==> src/rtl/rmf_pkg.sv <==
// rmf_pkg.sv - shared constants, register codes and config struct
// for the rect mosaic 5x5 filter; no dependencies
package rmf_pkg;

  localparam int MAX_WIDTH   = 512;
  localparam int MAX_HEIGHT  = 512;
  localparam int STORE_DEPTH = MAX_WIDTH * MAX_HEIGHT;
  localparam int MEM_AW      = $clog2(STORE_DEPTH);

  localparam int IDX_W      = 18;
  localparam int PIX_W      = 32;
  localparam int CH_W       = 8;
  localparam int NUM_CH     = 3;
  localparam int CFG_DIM_W  = 10;
  localparam int CFG_RECT_W = 9;
  localparam int IN_TDATA_W = 56;

  localparam int WDIM_W = $clog2(MAX_WIDTH + 1);
  localparam int HDIM_W = $clog2(MAX_HEIGHT + 1);
  localparam int COL_W  = $clog2(MAX_WIDTH);
  localparam int ROW_W  = $clog2(MAX_HEIGHT);

  localparam int DIV_CNT_W = $clog2(IDX_W + 1);

  localparam int BLOCK = 5;
  localparam int BLK_W = $clog2(BLOCK);

  // floor(v / 5) = (v * DIV5_MUL) >> DIV5_SHIFT, exact for v below 2^18
  localparam int DIV5_MUL   = 209716;
  localparam int DIV5_SHIFT = 20;

  // floor(s / 25) = (s * AVG_MUL) >> AVG_SHIFT, exact for s below 43690
  localparam int CH_MAX    = 255;
  localparam int SUM_MAX   = BLOCK * BLOCK * CH_MAX;
  localparam int SUM_W     = $clog2(SUM_MAX + 1);
  localparam int AVG_MUL   = 10486;
  localparam int AVG_MW    = 14;
  localparam int AVG_SHIFT = 18;

  localparam int NUM_REGS = 6;
  localparam int REG_AW   = $clog2(NUM_REGS);
  localparam int APB_AW   = REG_AW + 2;
  localparam int APB_DW   = 32;

  typedef enum logic [REG_AW-1:0] {
    REG_FRAME_WIDTH  = 3'd0,
    REG_FRAME_HEIGHT = 3'd1,
    REG_RECT_LEFT    = 3'd2,
    REG_RECT_RIGHT   = 3'd3,
    REG_RECT_TOP     = 3'd4,
    REG_RECT_BOTTOM  = 3'd5
  } reg_idx_t;

  typedef struct packed {
    logic [WDIM_W-1:0]     width;
    logic [HDIM_W-1:0]     height;
    logic [CFG_RECT_W-1:0] left;
    logic [CFG_RECT_W-1:0] right;
    logic [CFG_RECT_W-1:0] top;
    logic [CFG_RECT_W-1:0] bottom;
  } cfg_t;

endpackage

==> src/rtl/rmf_div.sv <==
// rmf_div.sv - restoring divider, one quotient bit per cycle
// splits a raster index into row and column; depends on rmf_pkg
module rmf_div (
  input  logic                      clk,
  input  logic                      rst_n,
  input  logic                      start,
  input  logic [rmf_pkg::IDX_W-1:0]  dividend,
  input  logic [rmf_pkg::WDIM_W-1:0] divisor,
  output logic                      done,
  output logic [rmf_pkg::IDX_W-1:0]  quo,
  output logic [rmf_pkg::WDIM_W-1:0] rem
);
  import rmf_pkg::*;

  logic [IDX_W-1:0]     quo_r;
  logic [WDIM_W-1:0]    rem_r, dvs_r;
  logic [DIV_CNT_W-1:0] cnt_r;
  logic                 done_r;
  logic                 busy, ge;
  logic [WDIM_W:0]      trial, diff;

  assign busy  = (cnt_r != '0);
  assign trial = {rem_r, quo_r[IDX_W-1]};
  assign ge    = (trial >= {1'b0, dvs_r});
  assign diff  = trial - {1'b0, dvs_r};

  always_ff @(posedge clk) begin
    if (!rst_n) begin
      cnt_r  <= '0;
      done_r <= 1'b0;
    end else begin
      done_r <= busy && (cnt_r == DIV_CNT_W'(1));
      if (start) begin
        cnt_r <= DIV_CNT_W'(IDX_W);
      end else if (busy) begin
        cnt_r <= cnt_r - DIV_CNT_W'(1);
      end
    end
  end

  always_ff @(posedge clk) begin
    if (start) begin
      quo_r <= dividend;
      rem_r <= '0;
      dvs_r <= divisor;
    end else if (busy) begin
      quo_r <= {quo_r[IDX_W-2:0], ge};
      rem_r <= ge ? diff[WDIM_W-1:0] : trial[WDIM_W-1:0];
    end
  end

  assign done = done_r;
  assign quo  = quo_r;
  assign rem  = rem_r;

endmodule

==> config.mk <==
export PLATFORM = sky130hd
export DESIGN_NAME = rmf_div
export DESIGN_NICKNAME = d
export VERILOG_FILES = /design/src/rtl/rmf_pkg.sv /design/src/rtl/rmf_div.sv
export SDC_FILE = /design/constraint.sdc
export NUM_CORES = 1
export LEC_CHECK = 0
export BUFFER_PORTS_ARGS = -buffer_cell sky130_fd_sc_hd__buf_2
export CORE_MARGIN = 2
export CORE_UTILIZATION = 57
export CTS_BUF_LIST = sky130_fd_sc_hd__clkbuf_4 sky130_fd_sc_hd__clkbuf_8 sky130_fd_sc_hd__clkbuf_16
export DETAILED_ROUTE_END_ITERATION = 12
export HOLD_SLACK_MARGIN = 0.05
export PLACE_DENSITY = 0.94
export SKIP_LAST_GASP = 1
export SLEW_MARGIN = 30
export SYNTH_ARGS = -nofsm -noshare
export SYNTH_HDL_FRONTEND = slang
export SYNTH_SLANG_ARGS = --single-unit
export TNS_END_PERCENT = 50
==> constraint.sdc <==
create_clock -name clk -period 6.72 [get_ports clk]
set_clock_uncertainty 0.2 [all_clocks]
set_input_delay 1.008 -clock clk [delete_from_list [all_inputs] [get_ports clk]]
set_output_delay 1.008 -clock clk [all_outputs]
set_load 0.02 [all_outputs]
# Word-level counts from Yosys, hierarchy flattened
# Cells that the tools add are included.
# totals
inputBits	31
ff_bits	44
# classes
n_addsub	2
n_reduce_logical	4
n_mux	5
n_bitwise	1
magnitude_cmp	1
eq_ne	1
# op_table
operator	count
$mux 18	2
$ge 11x10->1	1
$mux 10	1
$mux 5	2
$sub 10x10->10	1
$eq 5x1->1 const B	1
$reduce_bool 5->1	1
$sub 5x1->5 const B	1
$reduce_bool 2->1	1
$reduce_or 2->1	1
$logic_and 1x1->1	1
$not 1->1	1

# Longest topological paths before layout
# depth
ltp_word	3
depth_mapped	9

# Worst setup path after synthesis
# OpenSTA, ideal clock, no wires.
# synth_timing
path_kind	input -> register
from	in start
to	reg quo_r[0] (netlist: quo[0]), enable pin
t_arrival_ps	2070
path_slack_ps	4077
path_stages	4
path_buffers	2
path_cell_list	clkbuf_1 > clkbuf_1 > nor2_1 > inv_1
# synth_via
elab_chain_cells	1
# synth_rtl
element	line_no	source
from (decl)	rmf_div.sv:6	input logic start,
$reduce_bool 2->1 (no line)	n/a	
to (signal assigned)	rmf_div.sv:43	quo_r <= dividend;
to (signal assigned)	rmf_div.sv:47	quo_r <= {quo_r[IDX_W-2:0], ge};
to (decl)	rmf_div.sv:15	logic [IDX_W-1:0] quo_r;
# No other way between the ends.
# A chain may end at the register's enable or synchronous reset.

# Worst setup path after layout
# layout_timing
from	in start
to	reg quo_r[11] (netlist: quo[11]), enable pin
# The elaborated chain is that of the path after synthesis.

==> flow_summary.ini <==
[route]
wl_met1_um = 2193
dr_wl_met3_um = 367
dr.max_layer_used = met4
drtPass1Iterations = 4
via_per_inst = 6.036
route.detailed.drc = 0
ant_nets = 0
drt_iter0_drc = 222
route.met2.wl_um = 2667
avgRoutedWirePerCell_um = 16.23
drt-total-wl_um = 5373
vias = 1998

[grt]
grt_pass1_vias = 1845
overflow = 0
track_usage_pct = 24.38
grt_pass1_wl_um = 8487
antenna_found_initial = 0
grt_max_degree = 46

[clock_tree]
cts_sinks = 44
clk_pin_slew_ns = 0.09
root_buffer = clkbuf_8
htreeDepth = 2
cts_tree = done
cts_hold_buf = 0
post_cts_buffers = 0
clk_latency_ns = 0.31
ctsResizeCount = 0
clock_path_buffers = 2
cts_buffers = 5

[synthesis]
synth_top_area_cell = edfxtp_1
ys.flop_type = edfxtp_1
synth_warnings = 0
async_reset_ff_share_pct = 0
syn_avg_cell_area_um2 = 10.74
ys_seq_area_share_pct = 48.26
synth_cell_type_count = 48
synth_edf_count = 28
ys_seq_elements = 44
yosysTopAreaCellShare_pct = 34.95
yosys-top-cells-area = edfxtp_1 35%, dfxtp_1 13%, mux2_2 8.0%
syn-cell-area_um2 = 2406
syn_nets = 268
syn_inst = 224

[setup_path]
cp-end-kind = flip-flop
r2r_setup_slack_ns = 4.12
cp_data_arrival_time_ns = 2.43
crit_type = in2reg
critPathMaxStageDelay_ns = 0.68
cp-start-kind = primary input
crit_fanout = 45
r2r_start = rem[1]
r2r_end = rem[6]
crit_chain = buf_2 -> nor2_1 -> inv_1
cp-endpoint = quo[11]
r2r_cells = 6
slowest_stage = buf_2
crit_start = start
cp.required_ns = 6.47

[layout]
fin_cells = 331
seq_area_um2 = 1161
multi_input_area_um2 = 1140
nets = 324
syn2layout_area_growth_pct = 17.84
fill_cells = 290
n_antenna_cell = 0
post-route-util_pct = 70.37
drive_gt1_share_pct = 31.67

[power_and_ir_drop]
power_leakage_uw = 0.001243
ir_drop_mv = 0.2118
p_per_area_nw_per_um2 = 312.3

[timing]
worstMarginPinSlew_ns = 0.9295
finalSetupTns_ns = 0
period_share_pct = 39.94
hold_violations = 0
slew_headroom_pct = 37.66
rsz0062_at_grt = false
hold_ws_ns = 0.3363
drv_slew = 0
setup_viol_count_final = 0
timing.fmax_ghz = 0.3726
min_period_ns = 2.684

[place]
hpwl_um = 3686
portBuffers = 59
gp_congestion = 0.8971
dp_cells = 323

[floorplan]
num_rows = 23
ios = 60
die_area_um2 = 4757
die_w_um = 68.97
die_y_um = 68.97
core_area_um2 = 4029
start_util_pct = 59.72

[flow_run]
cap_viol_max_count = 0

[hold_path]
hold_class = reg2reg

[outcome]
status = completed
cells by family (layout without fill, tap and decap cells):
kind of cell / after synthesis / in the layout / synth area share, %
flops: 44 / 44 / 48.26
mux: 18 / 18 / 8.372
xor+xnor: 6 / 6 / 2.184
fa+ha+maj: 13 / 13 / 7.072
simple gates: 60 / 60 / 13.10
buf+inv: 26 / 83 / 4.732
compound gates: 57 / 57 / 16.28
cell usage in the layout, fill, tap and decap left out, types with 3 or more instances in the layout:
master	n
mux2_2	17
a21oi_1	14
inv_1	16
o21ai_0	9
nor2_1	20
a31oi_1	6
buf_2	59
dfxtp_1	16
xnor2_1	4
nand2_1	9
edfxtp_1	28
o31ai_1	3
nor3_1	6
a211oi_1	5
nor4_1	3
ha_1	12
a21o_1	4
nand3_1	4
nor3b_1	4
clkbuf_8	5
how the worst min path moves through the flow:
stage / cells after the start / slack [ns] / from / to
after floorplan: 1 / 0.26 / cnt_r[4] / done
after global placement: 1 / 0.28 / cnt_r[4] / done
after detailed placement: 1 / 0.30 / cnt_r[4] / done
after CTS: 1 / 0.31 / cnt_r[4] / done
after global routing: 1 / 0.37 / cnt_r[4] / done
final: 2 / 0.34 / rem[4] / rem[4]
critical path: cells and delay by family:
kind	cells	cell delay (ns)
and+or+nand+nor	1	0.17
buffers and inverters	2	1.23
Yosys cell counts (4+ instances only):
library cell,n
nor3b_1,4
clkbuf_1,4
mux2_2,17
edfxtp_1,28
inv_1,16
nor3_1,6
a21oi_1,14
dfxtp_1,16
ha_1,12
a211oi_1,5
o21ai_0,9
nor2_1,20
xnor2_1,4
nand2_1,9
nand3_1,4
a21o_1,4
a31oi_1,6
where the power goes:
part	total [µW]	internal, µW	switching, µW
clock	211	112	98.9
sequential	364	334	30.3
combinational	310	122	188
metrics by stage:
step / total power, µW / cell area [µm²] / setup WS, ns
after floorplan: 590.9 / 2406 / 4.077
after global placement: 658.0 / 2710 / 3.738
after detailed placement: 669.6 / 2710 / 3.707
after CTS: 881.2 / 2826 / 4.020
after global routing: 928.6 / 2835 / 3.892
final: 885.6 / 2835 / 4.036
registers in the layout, summed over array words and instances, names as in the netlist:
| name | cells |
|---|---|
| cnt_r | 5 |
| done | 1 |
| dvs_r | 10 |
| quo | 18 |
| rem | 10 |
layer usage:
metal | track usage [%] | up-vias
li1 | - | 947
met4 | 10.78 | 0
met2 | 38.34 | 84
met1 | 31.80 | 954
met3 | 6.169 | 13
met5 | 0 | -
layout make-up:
cell class / instances / area share, %
clock buffer: 5 / 2.427
clock inverter: 3 / 1.677
inverter: 16 / 2.118
multi-input combinational: 154 / 40.20
sequential: 44 / 40.95
tap: 50 / 2.207
timing repair buffer: 59 / 10.41
(Power assumes the default switching activity.)
