===== src/rtl/rmf_pkg.sv =====
// rmf_pkg.sv - shared constants, register codes and config struct
// for the rect mosaic 5x5 filter; no dependencies
package rmf_pkg;

  localparam int MAX_WIDTH   = 512;
  localparam int MAX_HEIGHT  = 512;
  localparam int STORE_DEPTH = MAX_WIDTH * MAX_HEIGHT;
  localparam int MEM_AW      = $clog2(STORE_DEPTH);

  localparam int IDX_W      = 18;
  localparam int PIX_W      = 32;
  localparam int CH_W       = 8;
  localparam int NUM_CH     = 3;
  localparam int CFG_DIM_W  = 10;
  localparam int CFG_RECT_W = 9;
  localparam int IN_TDATA_W = 56;

  localparam int WDIM_W = $clog2(MAX_WIDTH + 1);
  localparam int HDIM_W = $clog2(MAX_HEIGHT + 1);
  localparam int COL_W  = $clog2(MAX_WIDTH);
  localparam int ROW_W  = $clog2(MAX_HEIGHT);

  localparam int DIV_CNT_W = $clog2(IDX_W + 1);

  localparam int BLOCK = 5;
  localparam int BLK_W = $clog2(BLOCK);

  // floor(v / 5) = (v * DIV5_MUL) >> DIV5_SHIFT, exact for v below 2^18
  localparam int DIV5_MUL   = 209716;
  localparam int DIV5_SHIFT = 20;

  // floor(s / 25) = (s * AVG_MUL) >> AVG_SHIFT, exact for s below 43690
  localparam int CH_MAX    = 255;
  localparam int SUM_MAX   = BLOCK * BLOCK * CH_MAX;
  localparam int SUM_W     = $clog2(SUM_MAX + 1);
  localparam int AVG_MUL   = 10486;
  localparam int AVG_MW    = 14;
  localparam int AVG_SHIFT = 18;

  localparam int NUM_REGS = 6;
  localparam int REG_AW   = $clog2(NUM_REGS);
  localparam int APB_AW   = REG_AW + 2;
  localparam int APB_DW   = 32;

  typedef enum logic [REG_AW-1:0] {
    REG_FRAME_WIDTH  = 3'd0,
    REG_FRAME_HEIGHT = 3'd1,
    REG_RECT_LEFT    = 3'd2,
    REG_RECT_RIGHT   = 3'd3,
    REG_RECT_TOP     = 3'd4,
    REG_RECT_BOTTOM  = 3'd5
  } reg_idx_t;

  typedef struct packed {
    logic [WDIM_W-1:0]     width;
    logic [HDIM_W-1:0]     height;
    logic [CFG_RECT_W-1:0] left;
    logic [CFG_RECT_W-1:0] right;
    logic [CFG_RECT_W-1:0] top;
    logic [CFG_RECT_W-1:0] bottom;
  } cfg_t;

endpackage


===== src/rtl/rmf_cfg.sv =====
// rmf_cfg.sv - apb register file for frame size and filter rectangle
// depends on rmf_pkg
module rmf_cfg (
  input  logic                      clk,
  input  logic                      rst_n,
  input  logic                      psel,
  input  logic                      penable,
  input  logic                      pwrite,
  input  logic [rmf_pkg::APB_AW-1:0] paddr,
  input  logic [rmf_pkg::APB_DW-1:0] pwdata,
  output logic [rmf_pkg::APB_DW-1:0] prdata,
  output logic                      pready,
  output rmf_pkg::cfg_t             cfg
);
  import rmf_pkg::*;

  logic [CFG_DIM_W-1:0]  frame_width_r, frame_height_r;
  logic [CFG_RECT_W-1:0] rect_left_r, rect_right_r, rect_top_r, rect_bottom_r;
  reg_idx_t              reg_idx;
  logic                  wr_en;

  assign pready  = 1'b1;
  assign reg_idx = reg_idx_t'(paddr[APB_AW-1:2]);
  assign wr_en   = psel & penable & pwrite & pready;

  always_ff @(posedge clk) begin
    if (!rst_n) begin
      frame_width_r  <= CFG_DIM_W'(MAX_WIDTH);
      frame_height_r <= CFG_DIM_W'(MAX_HEIGHT);
      rect_left_r    <= '0;
      rect_right_r   <= CFG_RECT_W'(511);
      rect_top_r     <= '0;
      rect_bottom_r  <= CFG_RECT_W'(511);
    end else if (wr_en) begin
      unique case (reg_idx)
        REG_FRAME_WIDTH:  frame_width_r  <= pwdata[CFG_DIM_W-1:0];
        REG_FRAME_HEIGHT: frame_height_r <= pwdata[CFG_DIM_W-1:0];
        REG_RECT_LEFT:    rect_left_r    <= pwdata[CFG_RECT_W-1:0];
        REG_RECT_RIGHT:   rect_right_r   <= pwdata[CFG_RECT_W-1:0];
        REG_RECT_TOP:     rect_top_r     <= pwdata[CFG_RECT_W-1:0];
        REG_RECT_BOTTOM:  rect_bottom_r  <= pwdata[CFG_RECT_W-1:0];
        default: ;
      endcase
    end
  end

  always_comb begin
    unique case (reg_idx)
      REG_FRAME_WIDTH:  prdata = APB_DW'(frame_width_r);
      REG_FRAME_HEIGHT: prdata = APB_DW'(frame_height_r);
      REG_RECT_LEFT:    prdata = APB_DW'(rect_left_r);
      REG_RECT_RIGHT:   prdata = APB_DW'(rect_right_r);
      REG_RECT_TOP:     prdata = APB_DW'(rect_top_r);
      REG_RECT_BOTTOM:  prdata = APB_DW'(rect_bottom_r);
      default:          prdata = '0;
    endcase
  end

  // zero reads as one, oversize saturates
  always_comb begin
    if (frame_width_r == '0) begin
      cfg.width = WDIM_W'(1);
    end else if (32'(frame_width_r) > MAX_WIDTH) begin
      cfg.width = WDIM_W'(MAX_WIDTH);
    end else begin
      cfg.width = WDIM_W'(frame_width_r);
    end
    if (frame_height_r == '0) begin
      cfg.height = HDIM_W'(1);
    end else if (32'(frame_height_r) > MAX_HEIGHT) begin
      cfg.height = HDIM_W'(MAX_HEIGHT);
    end else begin
      cfg.height = HDIM_W'(frame_height_r);
    end
    cfg.left   = rect_left_r;
    cfg.right  = rect_right_r;
    cfg.top    = rect_top_r;
    cfg.bottom = rect_bottom_r;
  end

endmodule


===== config.mk =====
export PLATFORM = sky130hd
export DESIGN_NAME = rmf_cfg
export DESIGN_NICKNAME = d
export VERILOG_FILES = /design/src/rtl/rmf_pkg.sv /design/src/rtl/rmf_cfg.sv
export SDC_FILE = /design/constraint.sdc
export NUM_CORES = 1
export LEC_CHECK = 0
export BUFFER_PORTS_ARGS = -buffer_cell sky130_fd_sc_hd__buf_4
export CAP_MARGIN = 0
export CORE_MARGIN = 3
export CORE_UTILIZATION = 40
export DETAILED_ROUTE_END_ITERATION = 10
export PLACE_DENSITY = 0.72
export SYNTH_ARGS = -nofsm -noshare
export SYNTH_HDL_FRONTEND = slang
export SYNTH_SLANG_ARGS = --single-unit

===== constraint.sdc =====
create_clock -name clk -period 1.2 [get_ports clk]
set_clock_uncertainty 0.2 [all_clocks]
set_input_delay 0.06 -clock clk [delete_from_list [all_inputs] [get_ports clk]]
set_output_delay 0.06 -clock clk [all_outputs]
set_load 0.01 [all_outputs]

# [After elaboration in Yosys (flattened, before gate mapping)]
# Cells that the tools add are included.
[word_totals] ff_bits=56 in_bits=42 out_inout_bits=89 word_cells=29
[classes] n_lt_le_gt_ge=2 eq_ne=5 muxes=5 bitwise_logic=2 n_reduce_logical=9
[op_table] op="$pmux W10 S6" n=1
[op_table] op="$mux W10" n=4
[op_table] op="$gt A10 B10 Y1 const B" n=2
[op_table] op="$logic_not A10 Y1" n=2
[op_table] op="$reduce_and A2 Y1" n=6
[op_table] op="$eq A3 B2 Y1 const B" n=2
[op_table] op="$eq A3 B3 Y1 const B" n=2
[op_table] op="$eq A3 B1 Y1 const B" n=1
[op_table] op="$logic_not A3 Y1" n=1
[op_table] op="$and A1 B1 Y1" n=2

# [Logic depth before layout (Yosys ltp)]
[depth] depth_word=3 ltp_mapped=6 mapped_depth_nobuf=3

# [Worst setup path before layout]
# Ideal clock, no wire load.
[synth_timing] kind="input -> register" from="input paddr[2] (netlist name)" to="register frame_width_r[9]" setup_ns=0.121 arrival_time_ns=0.974 t_required_ns=0.879 path_slack_ns=-0.096 stages=5 path_buffers=2 cell_sequence="buf_6 > nand4b_4 > or3_1 > buf_6 > mux2i_1"
[synth_between] elab_chain_cells=2
[synth_lines] element="from (decl)" line_no="rmf_cfg.sv:9" rtl="input logic [rmf_pkg::APB_AW-1:0] paddr,"
[synth_lines] element="$logic_not A3 Y1" line_no="rmf_cfg.sv:35" rtl="unique case (reg_idx)"
[synth_lines] element="$reduce_and A2 Y1 (no line)"
[synth_lines] element="to (signal assigned)" line_no="rmf_cfg.sv:28" rtl="frame_width_r <= CFG_DIM_W'(MAX_WIDTH);"
[synth_lines] element="to (signal assigned)" line_no="rmf_cfg.sv:36" rtl="REG_FRAME_WIDTH: frame_width_r <= pwdata[CFG_DIM_W-1:0];"
[synth_lines] element="to (decl)" line_no="rmf_cfg.sv:17" rtl="logic [CFG_DIM_W-1:0] frame_width_r, frame_height_r;"
# Every way passes these cells.
# A chain may end at the register's enable or synchronous reset.

# [Worst setup path in the final report]
[layout_timing] from="register frame_height_r[6]" to="output prdata[6] (netlist name)"
[layout_between] elab_chain_cells=1
[layout_lines] element="from (decl)" line_no="rmf_cfg.sv:17"
[layout_lines] element="from (signal assigned)" line_no="rmf_cfg.sv:29" rtl="frame_height_r <= CFG_DIM_W'(MAX_HEIGHT);"
[layout_lines] element="from (signal assigned)" line_no="rmf_cfg.sv:37" rtl="REG_FRAME_HEIGHT: frame_height_r <= pwdata[CFG_DIM_W-1:0];"
[layout_lines] element="$pmux W10 S6" line_no="rmf_cfg.sv:48" rtl="unique case (reg_idx)"
[layout_lines] element="to (decl)" line_no="rmf_cfg.sv:11" rtl="output logic [rmf_pkg::APB_DW-1:0] prdata,"
# Every way passes these cells.

==> results_dict.tcl <==
set metrics [dict create \
    syn_inst 323 \
    grt_start_max_net_pins 39 \
    cp_max_fo 3 \
    finalSetupViolCount 30 \
    cts_made_buffers 5 \
    p_total_w 0.00355 \
    synth_compound_area_frac 0.136 \
    grt_pass1_vias 2788 \
    powerDensity_nw_per_um2 767 \
    min_from "rst_n" \
    wl_met3_um 894 \
    seqPwrFrac 0.529 \
    cts_hold_buf 10 \
    ys.flop_type "dfxtp_1" \
    synthMuxAreaShare 0.211 \
    yosysUniqueCellTypes 29 \
    worstHoldEndpoint "rect_right_r[7]" \
    dp_hpwl_um 7010 \
    rsz0062_at_grt "yes" \
    die_w_um 91.5 \
    r2r-end "frame_width_r[9]" \
    synth_top_family_by_area "multiplexers" \
    switchingPower_w 0.000948 \
    ys_warn_count 0 \
    synth_xor_xnor_area_share 0 \
    die_h_um 91.5 \
    vias_per_cell 5.25 \
    clock-sinks 56 \
    nets 503 \
    required_ns 0.94 \
    core_um2 6940 \
    synth_area_leaders "dfxtp_1 (38%), mux2i_1 (16%), buf_4 (6.2%), nand2_1 (5.8%), mux2_2 (4.6%)" \
    finalNonFillerCells 558 \
    wl_met2_um 5160 \
    drive_above_1_share 0.502 \
    cts_max_level 2 \
    status "complete, but fails checks" \
    yosys.area_share.simple 0.152 \
    cp_cell_sequence "mux2_4 -> a22oi_2 -> o21ai_2 -> buf_4" \
    vias 2931 \
    top_layer "met4" \
    synth_fa_ha_area_frac 0 \
    grt_usage 0.231 \
    r2r_cells 3 \
    fin_crit_ns 1.68 \
    leakagePower_nw 2.06 \
    hold_path.class "input pin to register" \
    gp_congestion 0.960 \
    violations "negative hold slack, negative setup slack" \
    antenna_cells 0 \
    grt_antenna_before_repair 0 \
    internal_power_w 0.00260 \
    clock_power_share 0.301 \
    setup_ws_ns -0.476 \
    finalCritPeriodShare 1.40 \
    drt.antenna.violating_nets 0 \
    cp-end-kind "output port" \
    io_pins 131 \
    hold_viol_final 18 \
    grt_pass1_wl_um 15200 \
    clk_latency_ns 0.30 \
    yosys.area.top_type "dfxtp_1" \
    drt_first_pass_iters 6 \
    peakVddDrop_mv 0.542 \
    tightest_slew_ns 0.585 \
    slowest_delay_ns 0.37 \
    drt-initial-drc-count 219 \
    root_buffer "clkbuf_8" \
    wire_per_inst_um 18.9 \
    startpoint "frame_height_r[6]" \
    fmax_ghz 0.597 \
    die_area_um2 8370 \
    tns_ns -6.58 \
    synth_area_per_cell_um2 9.05 \
    row_count 30 \
    cp_slowest_cell "dfxtp_4" \
    drcViolationCount 0 \
    r2r-start "frame_width_r[9]" \
    place_inst 535 \
    swShare 0.267 \
    clk_pin_slew_ns 0.10 \
    rrSetupSlack_ns 0.15 \
    ys_async_sr_fraction 0 \
    combPwrFrac 0.169 \
    synth.top_cell.area_share 0.383 \
    cts_tree "built" \
    area.growth.synth_to_final_pct 58.1 \
    grt-ovfl-total 0 \
    cap_violations 0 \
    yosysSeqAreaShare 0.383 \
    crit_type "register to output port" \
    synth_seq_cells 56 \
    arrival_ns 1.42 \
    met1_length_um 4180 \
    portBuffers 83 \
    synth-edff-count 0 \
    slew_headroom 0.608 \
    syn_area_um2 2920 \
    start_util 0.421 \
    whs_path_depth 2 \
    cts_max_path_buffers 2 \
    drt-total-wl_um 10500 \
    slew_viol_final 0 \
    whs_ns -0.0531 \
    cp-start-kind "register" \
]
==> timing repair <==
| action | 4_1_cts | 5_1_grt |
|---|---|---|
| gates resized for setup | 81 | 42 |
| endpoints found under the setup margin | 34 | 38 |
| endpoints found under the hold margin | 33 | 16 |
| buffers inserted | 1 | 3 |
| cloned | 2 | 0 |
| pin swaps | 10 | 7 |
==> critical path, delay by kind of cell (launching register included) <==
family | cells | cell delay (ns)
AOI/OAI and AO/OA | 2 | 0.28
buffers and inverters | 1 | 0.15
muxes | 1 | 0.31
DFF | 1 | 0.37
==> worst max-delay path by stage <==
stage | end | cells after the start
5_1_grt | cfg[46] | 5
2_1_floorplan | frame_width_r[9] | 5
6_report | prdata[6] | 4
3_3_place_gp | prdata[4] | 5
3_5_place_dp | prdata[3] | 5
4_1_cts | cfg[36] | 5
==> state kept, by name, summed over array words and instances, names as in the netlist <==
name / flops
frame_height_r: 10
frame_width_r: 10
rect_bottom_r: 9
rect_left_r: 9
rect_right_r: 9
rect_top_r: 9
==> metal layers <==
layer,up-vias,global-route usage
met2,159,0.396
met5,-,0
met1,1381,0.299
met4,0,0.0515
li1,1361,-
met3,30,0.0472
==> cells by family (layout without fill, tap and decap cells) <==
| group | count (synthesis) | after routing |
|---|---|---|
| buffers and inverters | 60 | 178 |
| and+or+nand+nor | 86 | 86 |
| muxes | 60 | 60 |
| AOI/OAI and AO/OA | 59 | 59 |
| DFF | 56 | 56 |
| other | 2 | 23 |
==> power by group through the flow <==
stage	combinational (W)	sequential (W)	clock (W)
floorplan	0.000328	0.00193	0
global placement	0.000493	0.00193	0
detailed placement	0.000502	0.00193	0
CTS	0.000567	0.00189	0.00107
global route	0.000634	0.00188	0.00114
finish	0.000601	0.00188	0.00107
==> cell usage after synthesis (all sizes together), types with 3 or more instances <==
master,n
a221oi,4
mux2i,48
nor2b,20
nor2,5
buf,32
nor4,4
a22oi,8
o221ai,3
clkbuf,18
inv,10
o21ai,20
or3,5
a21oi,6
o311ai,9
mux2,12
o211ai,9
dfxtp,56
nand2,45
==> metrics by stage <==
stage / cell area [um2] / setup slack (ns) / hold slack (ns) / utilization
2_1_floorplan: 3030 / -0.0919 / 0.0301 / -
3_3_place_gp: 3950 / -0.264 / 0.123 / 0.568
3_5_place_dp: 3950 / -0.335 / 0.142 / 0.568
4_1_cts: 4460 / -0.436 / -0.0529 / 0.642
5_1_grt: 4620 / -0.521 / -0.0457 / 0.666
6_report: 4620 / -0.476 / -0.0531 / 0.666
==> cells in the final DEF (no fill, tap or decap), types with 2 or more instances in the layout <==
master,instances
buf_12,3
a22oi_1,2
nor2b_4,11
mux2_2,9
mux2i_1,48
clkbuf_1,2
o211ai_1,9
mux2_4,3
a21oi_1,6
o311ai_1,2
a221oi_2,4
o311ai_0,7
inv_1,10
dlygate4sd3_1,10
o221ai_2,3
dfxtp_2,19
dfxtp_1,29
o21ai_2,2
a22oi_2,6
nor2b_1,8
conb_1,23
dfxtp_4,8
o21ai_0,18
clkbuf_8,6
nor2_1,3
buf_4,111
or3_1,5
nor2_4,2
buf_6,35
nor4_4,3
nand2_1,45
==> area by class of cell <==
type / count / area (um2)
fill: 559 / 2320
tap: 96 / 120
clock buffer: 8 / 90.1
sequential: 56 / 1170
multi-input combinational: 228 / 1780
timing repair buffer: 160 / 1420
inverter: 10 / 37.5
Power figures use the tool's default switching activity.
